==> src/sv/mrs_pkg.sv <==
// shared types, codes and the crc helper for the modbus register server
package mrs_pkg;

  localparam int MAP_DEPTH_DEF      = 256;
  localparam int FRAME_DEPTH_DEF    = 256;
  localparam int MAX_READ_WORDS_DEF = 17;

  localparam int FIDX_W = 9;

  localparam logic [1:0] CMD_RX   = 2'd0;
  localparam logic [1:0] CMD_LOAD = 2'd1;
  localparam logic [1:0] CMD_READ = 2'd2;

  localparam logic KIND_RESP  = 1'b0;
  localparam logic KIND_LOCAL = 1'b1;

  localparam logic [7:0] F_RD_COILS = 8'h01;
  localparam logic [7:0] F_RD_DISC  = 8'h02;
  localparam logic [7:0] F_RD_HOLD  = 8'h03;
  localparam logic [7:0] F_RD_INPUT = 8'h04;
  localparam logic [7:0] F_WR_COIL  = 8'h05;
  localparam logic [7:0] F_WR_REG   = 8'h06;
  localparam logic [7:0] F_WR_MULTI = 8'h10;
  localparam logic [7:0] F_EXC_FLAG = 8'h80;

  localparam logic [2:0] FK_NONE  = 3'd0;
  localparam logic [2:0] FK_READ  = 3'd1;
  localparam logic [2:0] FK_ECHO  = 3'd2;
  localparam logic [2:0] FK_MULTI = 3'd3;
  localparam logic [2:0] FK_OTHER = 3'd4;

  localparam logic [3:0] SEL_ID   = 4'd0;
  localparam logic [3:0] SEL_FUNC = 4'd1;
  localparam logic [3:0] SEL_CNT  = 4'd2;
  localparam logic [3:0] SEL_WHI  = 4'd3;
  localparam logic [3:0] SEL_WLO  = 4'd4;
  localparam logic [3:0] SEL_AHI  = 4'd5;
  localparam logic [3:0] SEL_ALO  = 4'd6;
  localparam logic [3:0] SEL_VHI  = 4'd7;
  localparam logic [3:0] SEL_VLO  = 4'd8;
  localparam logic [3:0] SEL_CLO  = 4'd9;
  localparam logic [3:0] SEL_CHI  = 4'd10;

  typedef struct packed {
    logic [1:0]  command;
    logic [7:0]  rx_byte;
    logic        frame_end;
    logic [15:0] reg_address;
    logic [15:0] reg_value;
  } in_word_t;

  typedef struct packed {
    logic        kind;
    logic [7:0]  tx_byte;
    logic        tx_last;
    logic [15:0] read_value;
  } out_word_t;

  typedef struct packed {
    logic       clr;
    logic       take;
    logic       lrd_out;
    logic       judge;
    logic       fr_rd_hi;
    logic       fr_rd_lo;
    logic       wr_word;
    logic       map_rd;
    logic       emit;
    logic [3:0] sel;
    logic       i_inc;
    logic       i_clr;
  } ctl_t;

  typedef struct packed {
    logic       clr_done;
    logic       out_free;
    logic       good;
    logic [2:0] fk;
    logic       q_zero;
    logic       i_last;
  } sts_t;

  function automatic logic [15:0] crc_fold(input logic [15:0] crc, input logic [7:0] b);
    logic [15:0] c;
    c = crc ^ {8'h00, b};
    for (int n = 0; n < 8; n++) begin
      if (c[0]) begin
        c = (c >> 1) ^ 16'hA001;
      end else begin
        c = c >> 1;
      end
    end
    return c;
  endfunction

endpackage

==> src/sv/mrs_ctrl.sv <==
// controller: sequences clearing, local access, frame judging, write-multiple word writes and response bytes
module mrs_ctrl (
  input  logic              clk,
  input  logic              rst_n,
  input  logic              in_valid,
  output logic              in_ready,
  input  mrs_pkg::in_word_t in_data,
  input  mrs_pkg::sts_t     sts,
  output mrs_pkg::ctl_t     ctl
);
  import mrs_pkg::*;

  localparam logic [4:0] ST_CLEAR = 5'd0;
  localparam logic [4:0] ST_IDLE  = 5'd1;
  localparam logic [4:0] ST_LRD   = 5'd2;
  localparam logic [4:0] ST_JUDGE = 5'd3;
  localparam logic [4:0] ST_W0    = 5'd4;
  localparam logic [4:0] ST_W1    = 5'd5;
  localparam logic [4:0] ST_W2    = 5'd6;
  localparam logic [4:0] ST_ID    = 5'd7;
  localparam logic [4:0] ST_FUNC  = 5'd8;
  localparam logic [4:0] ST_CNT   = 5'd9;
  localparam logic [4:0] ST_RA    = 5'd10;
  localparam logic [4:0] ST_WHI   = 5'd11;
  localparam logic [4:0] ST_WLO   = 5'd12;
  localparam logic [4:0] ST_AHI   = 5'd13;
  localparam logic [4:0] ST_ALO   = 5'd14;
  localparam logic [4:0] ST_VHI   = 5'd15;
  localparam logic [4:0] ST_VLO   = 5'd16;
  localparam logic [4:0] ST_CLO   = 5'd17;
  localparam logic [4:0] ST_CHI   = 5'd18;

  logic [4:0] state_r, state_nxt;
  logic       acc;

  assign in_ready = (state_r == ST_IDLE) && sts.out_free;
  assign acc      = in_valid && in_ready;

  always_comb begin
    state_nxt = state_r;
    ctl       = '0;
    ctl.sel   = SEL_ID;
    case (state_r)
      ST_CLEAR: begin
        ctl.clr = 1'b1;
        if (sts.clr_done) begin
          state_nxt = ST_IDLE;
        end
      end
      ST_IDLE: begin
        ctl.take = acc;
        if (acc && (in_data.command == CMD_READ)) begin
          state_nxt = ST_LRD;
        end else if (acc && (in_data.command == CMD_RX) && in_data.frame_end) begin
          state_nxt = ST_JUDGE;
        end
      end
      ST_LRD: begin
        ctl.lrd_out = 1'b1;
        state_nxt   = ST_IDLE;
      end
      ST_JUDGE: begin
        ctl.judge = 1'b1;
        if (!sts.good) begin
          state_nxt = ST_IDLE;
        end else if ((sts.fk == FK_MULTI) && !sts.q_zero) begin
          state_nxt = ST_W0;
        end else begin
          state_nxt = ST_ID;
        end
      end
      ST_W0: begin
        ctl.fr_rd_hi = 1'b1;
        state_nxt    = ST_W1;
      end
      ST_W1: begin
        ctl.fr_rd_lo = 1'b1;
        state_nxt    = ST_W2;
      end
      ST_W2: begin
        ctl.wr_word = 1'b1;
        if (sts.i_last) begin
          ctl.i_clr = 1'b1;
          state_nxt = ST_ID;
        end else begin
          ctl.i_inc = 1'b1;
          state_nxt = ST_W0;
        end
      end
      ST_ID: begin
        ctl.sel = SEL_ID;
        if (sts.out_free) begin
          ctl.emit  = 1'b1;
          state_nxt = ST_FUNC;
        end
      end
      ST_FUNC: begin
        ctl.sel = SEL_FUNC;
        if (sts.out_free) begin
          ctl.emit = 1'b1;
          if (sts.fk == FK_READ) begin
            state_nxt = ST_CNT;
          end else if ((sts.fk == FK_ECHO) || (sts.fk == FK_MULTI)) begin
            state_nxt = ST_AHI;
          end else begin
            state_nxt = ST_CLO;
          end
        end
      end
      ST_CNT: begin
        ctl.sel = SEL_CNT;
        if (sts.out_free) begin
          ctl.emit  = 1'b1;
          state_nxt = sts.q_zero ? ST_CLO : ST_RA;
        end
      end
      ST_RA: begin
        ctl.map_rd = 1'b1;
        state_nxt  = ST_WHI;
      end
      ST_WHI: begin
        ctl.sel = SEL_WHI;
        if (sts.out_free) begin
          ctl.emit  = 1'b1;
          state_nxt = ST_WLO;
        end
      end
      ST_WLO: begin
        ctl.sel = SEL_WLO;
        if (sts.out_free) begin
          ctl.emit = 1'b1;
          if (sts.i_last) begin
            ctl.i_clr = 1'b1;
            state_nxt = ST_CLO;
          end else begin
            ctl.i_inc = 1'b1;
            state_nxt = ST_RA;
          end
        end
      end
      ST_AHI, ST_ALO, ST_VHI, ST_VLO, ST_CLO, ST_CHI: begin
        case (state_r)
          ST_AHI:  ctl.sel = SEL_AHI;
          ST_ALO:  ctl.sel = SEL_ALO;
          ST_VHI:  ctl.sel = SEL_VHI;
          ST_VLO:  ctl.sel = SEL_VLO;
          ST_CLO:  ctl.sel = SEL_CLO;
          default: ctl.sel = SEL_CHI;
        endcase
        if (sts.out_free) begin
          ctl.emit  = 1'b1;
          state_nxt = (state_r == ST_CHI) ? ST_IDLE : state_r + 5'd1;
        end
      end
      default: begin
        state_nxt = ST_IDLE;
      end
    endcase
  end

  always_ff @(posedge clk) begin
    if (!rst_n) begin
      state_r <= ST_CLEAR;
    end else begin
      state_r <= state_nxt;
    end
  end

endmodule

==> config.mk <==
export PLATFORM = sky130hd
export DESIGN_NAME = mrs_ctrl
export DESIGN_NICKNAME = d
export VERILOG_FILES = /design/src/sv/mrs_pkg.sv /design/src/sv/mrs_ctrl.sv
export SDC_FILE = /design/constraint.sdc
export NUM_CORES = 1
export LEC_CHECK = 0
export ABC_CLOCK_PERIOD_IN_PS = 5900
export BUFFER_PORTS_ARGS = -buffer_cell sky130_fd_sc_hd__buf_2
export CORE_UTILIZATION = 45
export DETAILED_ROUTE_END_ITERATION = 12
export PLACE_DENSITY = 0.86
export SYNTH_ARGS = -nofsm -noshare
export SYNTH_HDL_FRONTEND = slang
export SYNTH_SLANG_ARGS = --single-unit
==> constraint.sdc <==
create_clock -name clk -period 5.9 [get_ports clk]
set_input_delay 0 -clock clk [delete_from_list [all_inputs] [get_ports clk]]
set_output_delay 0 -clock clk [all_outputs]
set_load 0.01 [all_outputs]
==> key figures, run 1 <==
Run status
  – Status: finished, final reports clean

Floorplan
  – I/O pin cnt: 70
  – Die ar.: 2470 um^2
  – Die height: between 40 and 50 um
  – Core area: 2040 um^2
  – Row Count: 16
  – Die W: 49.7 um
  – Initial core utilization: 0.501

Synthesis
  – Top FF cell, synth: dfxtp_1
  – Synth top area cells: dfxtp_1 9.8%, nor2_1 7.0%, ha_1 6.1%
  – Top-area cell type share of the netlist area: 0.0978
  – Synthesized area: 1020 um^2
  – Register area share after synthesis: 0.0978
  – Number of flops mapped to enable cells by yosys: 0
  – #FFs+latches synth: 5
  – Synth cell types: 52
  – Avg Cell Area, Syn: 7.11 um^2
  – Asr flop ratio synth: 0
  – Synth area leader: dfxtp_1
  – Synth warnings: 0
  – Post-Syn Nets: ~200
  – Mapped Cells: between 100 and 150

Final layout
  – Top Registers: state_r (5)
  – Nets@finish: 225
  – Layout cells sized above 1: 0.224
  – Top reg by flops: state_r
  – Ant. Diodes: 0
  – Most frequent cells in the layout: 29 x buf_2, 19 x nor2_1, 9 x inv_1, 9 x nor3_1, 8 x nand2_1
  – Area Overhead vs Synth: 14.7%
  – Commonest non-fill, non-tap cell in the layout: buf_2
  – Max reg flops: 5

Drt
  – Initial DRC count: 60
  – Vias: 1,237
  – Detail-routed via count per cell: 6.44
  – Post-Route WL: slightly below 3000 um
  – DR DRC count: 0
  – Antenna-violating nets left: 0
  – WL/cell: roughly 15 um
  – DRT Pass-1 Iters: 4

Power
  – Comb pwr share: 0.750
  – Net switching power: about 0.00028 W
  – Pwr/cell area: 430 nW/um^2
  – Worst VDD drop: 0.275 mV
  – Clk pwr share: 0.077
  – Sw frac: 0.548
  – Flop pwr share: 0.173
  – Leakage: 0.484 nW
  – Pint: 0.000228 W

Timing
  – Worst Skew: 0.00376 ns
  – Min setup slack post-route: 3.14 ns
  – Unrepaired setup endpoints after global routing: no
  – Post-layout minimum cycle time: about 2.8 ns
  – Final period utilization: 0.468
  – Count of final hold-check violations: 0
  – Worst slew margin: 0.392
  – Max-slew violations: 0
  – Worst Max-Slew Pin Slew: 0.910 ns
  – Setup_tns: 0 ns
  – Final setup viols: 0
  – WHS: approximately 0.043 ns
  – Fmax: 362 MHz

Hold path
  – Worst min-delay path class: in2reg

Setup path
  – Crit path DAT: 2.76 ns
  – Cell Chain, Critical Path: nand3b_1 > o221ai_2 > mux2i_1 > nand2_1 > o311ai_0 > buf_2
  – Critical path required time: 5.90 ns
  – Worst path slowest cell: dfxtp_1
  – Crit-path max FO: 27
  – Critical Path Start Type: register
  – Crit path kind: reg2out
  – Crit end category: output port
  – Delay of the slowest critical-path stage: 0.91 ns

Place
  – Pre-CTS setup slack: 3.31 ns
  – RePlAce Congestion: a little over 0.9
  – # port buffers: 29
  – Detail Placement HPWL: approximately 2200 um

Global routing
  – Initial antenna violation count: 0
  – Pin count of the biggest net entering global routing: 29
  – Gr usage total: 0.250
  – First-pass GRT wire length: 4900 um
  – Total grt overflow: 0
  – Vias in the first global route: 1,106

CTS
  – Bufs on Longest Clock Path: 2
  – TritonCTS clock tree: yes
  – Post-CTS Hold Fix Bufs: 0
  – Setup bufs post-CTS: 0
  – Post-CTS Resized: 0
  – H-Tree Depth: 1
  – Clock sink count: 5
  – Root buf cell: clkbuf_4
  – Reg clk slew, reported paths: 0.04 ns
  – Num CTS Buffers: 3
  – Insertion delay to the later sink of the worst-skew pair: 0.24 ns

Flow run
  – Max Cap Viol: 0
[Yosys cell counts, types with 2 or more instances]
master and n:
a211oi_1 2, a21oi_1 6, a221oi_1 2, a31oi_1 3, and2_1 2, and3_1 2
buf_2 2, buf_4 2, clkbuf_1 8, dfxtp_1 5, ha_1 5, inv_1 9
nand2_1 8, nand2b_1 5, nand3_1 4, nand3b_1 2, nor2_1 19, nor2b_1 4
nor3_1 9, nor4bb_1 5, o21ai_0 3, o21bai_1 2, o221ai_1 2, o31ai_1 3
o32ai_1 2, xnor2_1 2
[layout make-up]
cell class | count | area [um^2]
clock buffers | 4 | 26.3
flip-flops and latches | 5 | 100
well taps | 27 | 33.8
fillers | 212 | 868
inverters | 9 | 33.8
multi-input cells | 118 | 835
repair buffers | 29 | 145
[metrics by stage]
step	power, W	area (um^2)	instances	utilization
final	0.000505	1170	192	0.575
after global routing	0.000549	1170	192	0.575
after CTS	0.000499	1170	192	0.575
after detailed placement	0.000456	1150	188	0.562
after global placement	0.000440	1150	188	0.562
after floorplan	0.000373	1020	144	-
[final timing paths]
kind | start | end | slack [ns] | cells after the start
setup / recovery | state_r[3]$_SDFFE_PN0P_ | ctl[3] | 3.14 | 6
hold / removal | rst_n | state_r[2]$_SDFFE_PN0P_ | 0.04 | 2
setup reg to reg | state_r[4]$_SDFFE_PN0P_ | state_r[0]$_SDFFE_PN0P_ | 3.25 | 7
hold reg to reg | state_r[0]$_SDFFE_PN0P_ | state_r[0]$_SDFFE_PN0P_ | 0.65 | 2
[routing by layer]
metal  global-route usage  wire length [um]  up-vias
li1                     -                 -      594
met1                0.320              1280      559
met2                0.412              1400       76
met3               0.0463               210        8
met4               0.0905                85        0
met5                    0                 0        -
[critical path: cells and delay by family, from the launching register on]
family,cells,cell delay [ns]
AND/OR/NAND/NOR,2,0.36
flip-flops,1,0.91
multiplexers,1,0.27
AO/OA/AOI/OAI,2,0.78
buffers and inverters,1,0.20
[power groups by stage]
| stage | Combinational [W] | Sequential (W) | Clock, W |
|---|---|---|---|
| 5_1_grt | 0.000414 | 0.0000928 | 0.0000427 |
| 3_5_place_dp | 0.000370 | 0.0000863 | 0 |
| 2_1_floorplan | 0.000318 | 0.0000542 | 0 |
| 3_3_place_gp | 0.000356 | 0.0000842 | 0 |
| 4_1_cts | 0.000372 | 0.0000859 | 0.0000408 |
| 6_report | 0.000379 | 0.0000874 | 0.0000387 |
[logic make-up after synthesis]
| group | after synthesis | synth area share |
|---|---|---|
| buffers and inverters | 21 | 0.0868 |
| XOR/XNOR | 2 | 0.0171 |
| flip-flops | 5 | 0.0978 |
| multiplexers | 1 | 0.00978 |
| AO/OA/AOI/OAI | 39 | 0.314 |
| adder cells (fa/ha/maj) | 5 | 0.0611 |
| AND/OR/NAND/NOR | 71 | 0.413 |
(Power assumes the default switching activity.)
==> run 2: changes to the inputs <==
--- a/config.mk
+++ b/config.mk
@@ -5,11 +5,11 @@
 export SDC_FILE = /design/constraint.sdc
 export NUM_CORES = 1
 export LEC_CHECK = 0
-export ABC_CLOCK_PERIOD_IN_PS = 5900
+export ABC_CLOCK_PERIOD_IN_PS = 2300
 export BUFFER_PORTS_ARGS = -buffer_cell sky130_fd_sc_hd__buf_2
-export CORE_UTILIZATION = 45
+export CORE_UTILIZATION = 38
 export DETAILED_ROUTE_END_ITERATION = 12
-export PLACE_DENSITY = 0.86
+export PLACE_DENSITY = 0.77
 export SYNTH_ARGS = -nofsm -noshare
 export SYNTH_HDL_FRONTEND = slang
 export SYNTH_SLANG_ARGS = --single-unit
==> constraint.sdc (replaced) <==
create_clock -name clk -period 2.3 [get_ports clk]
set_input_delay 0 -clock clk [delete_from_list [all_inputs] [get_ports clk]]
set_output_delay 0 -clock clk [all_outputs]
set_load 0.01 [all_outputs]
==> run 2 against run 1 <==
  * Via count up 6.6%
  * Clock power rose to 2.6 times the previous value
  * Sequential power rose by 93%
  * Die area grew 18%
  * Critical endpoint is now state_r[0]$_SDFFE_PN0P_
==> key figures, run 2 (synthesized netlist as in run 1, its figures left out) <==
Run status
  – Status: finished, final reports clean

Final layout
  – Area Overhead vs Synth: 31.4%
  – Ant. Diodes: 0 (unchanged)
  – Top Registers: state_r (5)
  – Top reg by flops: state_r
  – Most frequent cells in the layout: 29 x buf_2, 19 x buf_4, 18 x nor2_1, 9 x inv_1, 9 x nor3_1
  – Max reg flops: 5 (unchanged)
  – Post-layout util: 0.538 (-0.0367)
  – Nets@finish: 244 (+8.4%)
  – Layout cells sized above 1: 0.332 (+0.107)
  – Commonest non-fill, non-tap cell in the layout: buf_2
  – # fillers: 244 (+15%)

Timing
  – Max-slew violations: 0 (unchanged)
  – Worst Max-Slew Pin Slew: 0.494 ns (-0.416 ns)
  – Final period utilization: 0.956
  – Count of final hold-check violations: 0 (unchanged)
  – Fmax: about 450 MHz
  – Post-layout minimum cycle time: 2.20 ns
  – Final setup viols: 0 (unchanged)
  – Unrepaired setup endpoints after global routing: no
  – Worst slew margin: 0.662 (+0.270)
  – Worst Skew: 0.00238 ns (-0.00138 ns)
  – Setup_tns: 0 ns (unchanged)

Power
  – Flop pwr share: 0.115 (-0.058)
  – Worst VDD drop: 0.616 mV (+120%)
  – Clk pwr share: 0.067 (-0.010)
  – Leakage: 0.582 nW (+20%)
  – Net switching power: 0.000751 W (+170%)
  – Sw frac: 0.512 (-0.0362)
  – Pwr/cell area: 1090 nW/um^2 (+150%)
  – Pint: 0.000717 W (+210%)
  – Comb pwr share: 0.817 (+0.067)

CTS
  – Bufs on Longest Clock Path: 2 (unchanged)
  – Reg clk slew, reported paths: 0.04 ns (about the same)
  – Clock sink count: 5 (unchanged)
  – Insertion delay to the later sink of the worst-skew pair: 0.23 ns (about the same)
  – H-Tree Depth: 1 (unchanged)
  – Root buf cell: clkbuf_4
  – Num CTS Buffers: 3 (unchanged)
  – TritonCTS clock tree: yes

Drt
  – DR DRC count: 0 (unchanged)
  – WL/cell: 14.8 um (-4.2%)
  – Initial DRC count: 77 (+28%)
  – Post-Route WL: 3170 um (+6.8%)
  – Antenna-violating nets left: 0 (unchanged)
  – DRT Pass-1 Iters: 4 (unchanged)
  – Detail-routed via count per cell: 6.16 (-4.3%)
  – Vias: 1,319 (+6.6%)

Global routing
  – Pin count of the biggest net entering global routing: 19 (-34%)
  – Vias in the first global route: 1,197 (+8.2%)
  – Initial antenna violation count: 0 (unchanged)
  – First-pass GRT wire length: 5130 um (+4.8%)
  – Total grt overflow: 0 (unchanged)
  – Gr usage total: 0.238 (-0.0118)

Setup path
  – Critical R2R Capture: state_r[0]$_SDFFE_PN0P_
  – Crit-path max FO: 5 (-81%)
  – Crit path DAT: 2.31 ns (-0.45 ns)
  – Reg2reg path depth: 7 (unchanged)
  – Worst reg2reg path startpoint: state_r[0]$_SDFFE_PN0P_
  – Crit end category: register
  – Critical Path Start Type: register
  – Crit path kind: reg2reg
  – R2R Setup Slk: 0.10 ns (-3.15 ns)
  – Critical path required time: 2.41 ns (-3.49 ns)

Floorplan
  – Initial core utilization: 0.409 (-0.0918)
  – Row Count: 18 (+2)
  – Core area: 2500 um^2 (+22%)
  – Die W: 53.9 um (+8.5%)
  – I/O pin cnt: 70 (unchanged)
  – Die ar.: 2900 um^2 (+18%)
  – Die height: 53.9 um (+8.5%)

Hold path
  – Min-delay src: rst_n
  – Worst min-delay path class: in2reg
  – Hold endpoint: state_r[0]$_SDFFE_PN0P_
  – WHS Path Cells: 3 (+1)

Place
  – # port buffers: 29 (unchanged)
  – RePlAce Congestion: 0.899 (-2.3%)
  – Detail Placement HPWL: 2530 um (+16%)

Flow run
  – Max Cap Viol: 0 (unchanged)
[run 2: cell types whose count changed in the layout (fill, tap and decap cells not counted), sizes merged]
cell  change
buf      +19
[run 2: layout make-up]
class | count | area, um^2 | share of cell area
Tap cell | 30 | 37.5 | 0.0279
Sequential cell | 5 | 104 | 0.0772
Multi-Input combinational cell | 118 | 856 | 0.636
Inverter | 9 | 33.8 | 0.0251
Timing Repair Buffer | 48 | 288 | 0.214
Clock buffer | 4 | 26.3 | 0.0195
[run 2: metrics by stage]
step | std cells | instance area [um^2] | setup slack [ns] | power [W] | hold WS [ns]
3_3_place_gp | 208 | 1280 | 0.0967 | 0.00126 | 0.281
2_1_floorplan | 144 | 1020 | 0.123 | 0.000956 | 0.0530
5_1_grt | 214 | 1350 | 0.00909 | 0.00159 | 0.0359
3_5_place_dp | 208 | 1280 | 0.0463 | 0.00129 | 0.284
4_1_cts | 212 | 1320 | 0.0103 | 0.00142 | 0.0375
6_report | 214 | 1350 | 0.100 | 0.00147 | 0.0379
[run 2: metal layers]
metal | wire length (um) | global-route usage | part of all wire
met1 | 1340 | 0.295 | 0.42
met2 | 1570 | 0.424 | 0.49
met3 | 208 | 0.0311 | 0.066
met4 | 55 | 0.0658 | 0.017
met5 | 0 | 0 | 0
[run 2: repair_timing]
| action | in CTS | in global routing |
|---|---|---|
| setup endpoints to repair | 1 | 6 |
| setup buffers | 0 | 2 |
| hold buffers | 0 | 0 |
| pin swaps | 0 | 2 |
| gates resized for setup | 4 | 3 |
[run 2: power by group through the flow]
stage	sequential [W]	clock, W	combinational [W]
after floorplan	0.000139	0	0.000816
after global placement	0.000164	0	0.00110
after detailed placement	0.000165	0	0.00113
after CTS	0.000165	0.000102	0.00116
after global routing	0.000175	0.000109	0.00130
final	0.000169	0.0000987	0.00120
[run 2: how the worst max path moves through the flow]
stage | startpoint | endpoint | slack [ns] | cells past startpoint
finish | state_r[0]$_SDFFE_PN0P_ | state_r[0]$_SDFFE_PN0P_ | 0.10 | 7
CTS | state_r[1]$_SDFFE_PN0P_ | ctl[3] | 0.01 | 11
floorplan | state_r[0]$_SDFFE_PN0P_ | state_r[3]$_SDFFE_PN0P_ | 0.12 | 8
global route | state_r[0]$_SDFFE_PN0P_ | state_r[0]$_SDFFE_PN0P_ | 0.009 | 7
global placement | state_r[0]$_SDFFE_PN0P_ | state_r[0]$_SDFFE_PN0P_ | 0.1 | 7
detailed placement | state_r[0]$_SDFFE_PN0P_ | state_r[0]$_SDFFE_PN0P_ | 0.05 | 8
[run 2: critical path, stage by stage (launching register included)]
cell      delay (ns)
dfxtp_2         0.36
inv_1           0.09
ha_1            0.24
nor4bb_1        0.14
or4_4           0.55
o41ai_4         0.38
o311a_1         0.24
a21oi_1         0.07
==> run 3: changes to the inputs <==
--- a/config.mk
+++ b/config.mk
@@ -7,9 +7,8 @@
 export LEC_CHECK = 0
 export ABC_CLOCK_PERIOD_IN_PS = 2300
 export BUFFER_PORTS_ARGS = -buffer_cell sky130_fd_sc_hd__buf_2
-export CORE_UTILIZATION = 38
+export CORE_UTILIZATION = 30
 export DETAILED_ROUTE_END_ITERATION = 12
-export PLACE_DENSITY = 0.77
 export SYNTH_ARGS = -nofsm -noshare
 export SYNTH_HDL_FRONTEND = slang
 export SYNTH_SLANG_ARGS = --single-unit
==> run 3 against run 2 <==
  * Clock-buffer cell count unchanged
  * Sequential share of layout area up 0.19 points
  * Sequential power up 18%
  * Register-to-register slack about the same
  * Fmax about the same
  * Clock skew about the same
  * Critical path depth up 2
  * Critical endpoint is now state_r[4]$_SDFFE_PN0P_
  * Largest cell class unchanged
==> key figures, run 3 (synthesized netlist as in run 1, its figures left out) <==
Place
  – Pre-CTS setup slack: 0.0741 ns (+0.0278 ns)
  – RePlAce Congestion: 0.863 (-4.0%)
  – Inst Count DP: 218 (+4.8%)
  – # port buffers: 29 (unchanged)
  – Detail Placement HPWL: 2570 um (+1.9%)

Drt
  – Post-Route WL: 3390 um (+6.6%)
  – Initial DRC count: 114 (+48%)
  – WL/cell: 15.2 um (+2.3%)
  – Vias: 1,284 (-2.7%)
  – Antenna-violating nets left: 0 (unchanged)
  – DR DRC count: 0 (unchanged)
  – DRT Pass-1 Iters: 4 (unchanged)
  – Detail-routed via count per cell: 5.76 (-6.6%)

Timing
  – Count of final hold-check violations: 0 (unchanged)
  – Final setup viols: 0 (unchanged)
  – Min setup slack post-route: 0.0996 ns (-0.000661 ns)
  – Worst Max-Slew Pin Slew: 0.685 ns (+0.191 ns)
  – Worst Skew: 0.00248 ns (+0.000101 ns)
  – Worst slew margin: 0.542 (-0.121)
  – Final period utilization: 0.957 (about the same)
  – Post-layout minimum cycle time: 2.20 ns (+0.000661 ns)
  – Max-slew violations: 0 (unchanged)
  – WHS: 0.0390 ns (+0.00113 ns)
  – Fmax: 454 MHz (about the same)

Flow run
  – Max Cap Viol: 0 (unchanged)

CTS
  – Clock sink count: 5 (unchanged)
  – Bufs on Longest Clock Path: 2 (unchanged)
  – H-Tree Depth: 1 (unchanged)
  – Num CTS Buffers: 3 (unchanged)
  – Insertion delay to the later sink of the worst-skew pair: 0.24 ns (about the same)
  – TritonCTS clock tree: yes
  – Post-CTS Hold Fix Bufs: 0 (unchanged)
  – Root buf cell: clkbuf_4
  – Reg clk slew, reported paths: 0.05 ns (about the same)

Global routing
  – Total grt overflow: 0 (unchanged)
  – Vias in the first global route: 1,145 (-4.3%)
  – First-pass GRT wire length: 5460 um (+6.3%)
  – Pin count of the biggest net entering global routing: 18 (-1)
  – Gr usage total: 0.195 (-0.0435)
  – Initial antenna violation count: 0 (unchanged)

Setup path
  – Crit-path max FO: 12 (+7)
  – Critical Path Start Type: register
  – Worst reg2reg path startpoint: state_r[0]$_SDFFE_PN0P_
  – Crit path DAT: 2.35 ns (+0.04 ns)
  – Crit path kind: reg2reg
  – Delay of the slowest critical-path stage: 0.39 ns (-0.16 ns)
  – Worst path most repeated cell: buf_4
  – Critical path buffers and inverters: 3 (+2)
  – Cell family with the largest share of critical-path delay: simple AND/OR/NAND/NOR gates
  – Critical path required time: 2.45 ns (+0.04 ns)
  – Critical Path Source: state_r[0]$_SDFFE_PN0P_
  – Crit end category: register
  – Worst path slowest cell: dfxtp_2
  – Cell Chain, Critical Path: inv_1 > ha_1 > buf_4 > nor2_2 > o221ai_4 > buf_4 > nor4_4 > o31ai_1 > a31oi_1

Power
  – Clk pwr share: 0.070 (+0.003)
  – Net switching power: 0.000781 W (+4.0%)
  – Sw frac: 0.523 (+0.0109)
  – Flop pwr share: 0.133 (+0.018)
  – Pint: 0.000714 W (-0.44%)
  – Worst VDD drop: 0.410 mV (-33%)
  – Comb pwr share: 0.797 (-0.020)
  – Leakage: 0.552 nW (-5.2%)
  – Pwr/cell area: 1110 nW/um^2 (+1.8%)

Run status
  – Status: finished, final reports clean

Final layout
  – Top reg by flops: state_r
  – Ant. Diodes: 0 (unchanged)
  – Max reg flops: 5 (unchanged)
  – Most frequent cells in the layout: 29 x buf_2, 17 x nor2_1, 13 x buf_4, 9 x inv_1, 9 x nor3_1
  – Area Overhead vs Synth: 31.4% (unchanged)
  – Top Registers: state_r (5)
  – Layout cells sized above 1: 0.341 (+0.00926)
  – Final Non-Filler Cells: 223 (+4.2%)
  – Commonest non-fill, non-tap cell in the layout: buf_2
  – Nets@finish: 239 (-2.0%)

Floorplan
  – Die W: 60.4 um (+12%)
  – Initial core utilization: 0.325 (-0.0848)
  – Core area: 3150 um^2 (+26%)
  – Die ar.: 3650 um^2 (+26%)
  – Row Count: 20 (+2)
  – Die height: 60.4 um (+12%)
  – I/O pin cnt: 70 (unchanged)

Hold path
  – Min-delay src: rst_n
  – Worst min-delay path class: in2reg
-- run 3: cell types whose count changed in the layout (fill, tap and decap cells not counted), moves of 2 or more --
cell | before | now
buf_4 | 19 | 13
dfxtp_1 | 2 | 0
dfxtp_2 | 3 | 5
nor2_2 | 0 | 2
-- run 3: area by class of cell --
class,instances,area [um^2]
clock buffers,4,26.3
fillers,350,1810
inverters,9,33.8
multi-input cells,118,870
flip-flops and latches,5,106
well taps,44,55.1
repair buffers,43,254
-- run 3: worst paths after layout --
path         cells after the start  slack (ns)                       to
max                              9         0.1  state_r[4]$_SDFFE_PN0P_
min                              3        0.04  state_r[0]$_SDFFE_PN0P_
max reg2reg                      9         0.1  state_r[4]$_SDFFE_PN0P_
min reg2reg                      2        0.64  state_r[1]$_SDFFE_PN0P_
-- run 3: routing by layer --
layer / track usage / vias to the layer above / part of all wire
met5: 0 / - / 0
met4: 0.0162 / 0 / 0
met3: 0.0341 / 0 / 0.058
met2: 0.312 / 50 / 0.46
met1: 0.284 / 617 / 0.48
li1: - / 617 / -
-- run 3: worst register-to-register path, cell delays in order, from the launching register on --
cell	delay (ns)
dfxtp_2	0.39
inv_1	0.10
ha_1	0.21
buf_4	0.18
nor2_2	0.19
o221ai_4	0.18
buf_4	0.18
nor4_4	0.37
o31ai_1	0.12
a31oi_1	0.18
-- run 3: repair_timing --
item,4_1_cts,5_1_grt
buffers inserted,0,1
pin swaps,0,3
resized for setup,7,6
setup endpoints to repair,1,5
-- run 3: power groups by stage --
| stage | Sequential (W) | Clock, W | Combinational (W) |
|---|---|---|---|
| 3_5_place_dp | 0.000184 | 0 | 0.00111 |
| 3_3_place_gp | 0.000181 | 0 | 0.00108 |
| 6_report | 0.000199 | 0.000104 | 0.00119 |
| 2_1_floorplan | 0.000139 | 0 | 0.000816 |
| 5_1_grt | 0.000208 | 0.000118 | 0.00129 |
| 4_1_cts | 0.000194 | 0.000108 | 0.00114 |
-- run 3: stage by stage --
step	instance area (um^2)	power [W]	TNS, ns	utilization
final	1350	0.00150	0	0.427
after global routing	1350	0.00162	-0.00207	0.427
after CTS	1320	0.00144	0	0.419
after detailed placement	1270	0.00129	0	0.402
after global placement	1270	0.00126	0	0.402
after floorplan	1020	0.000956	0	-
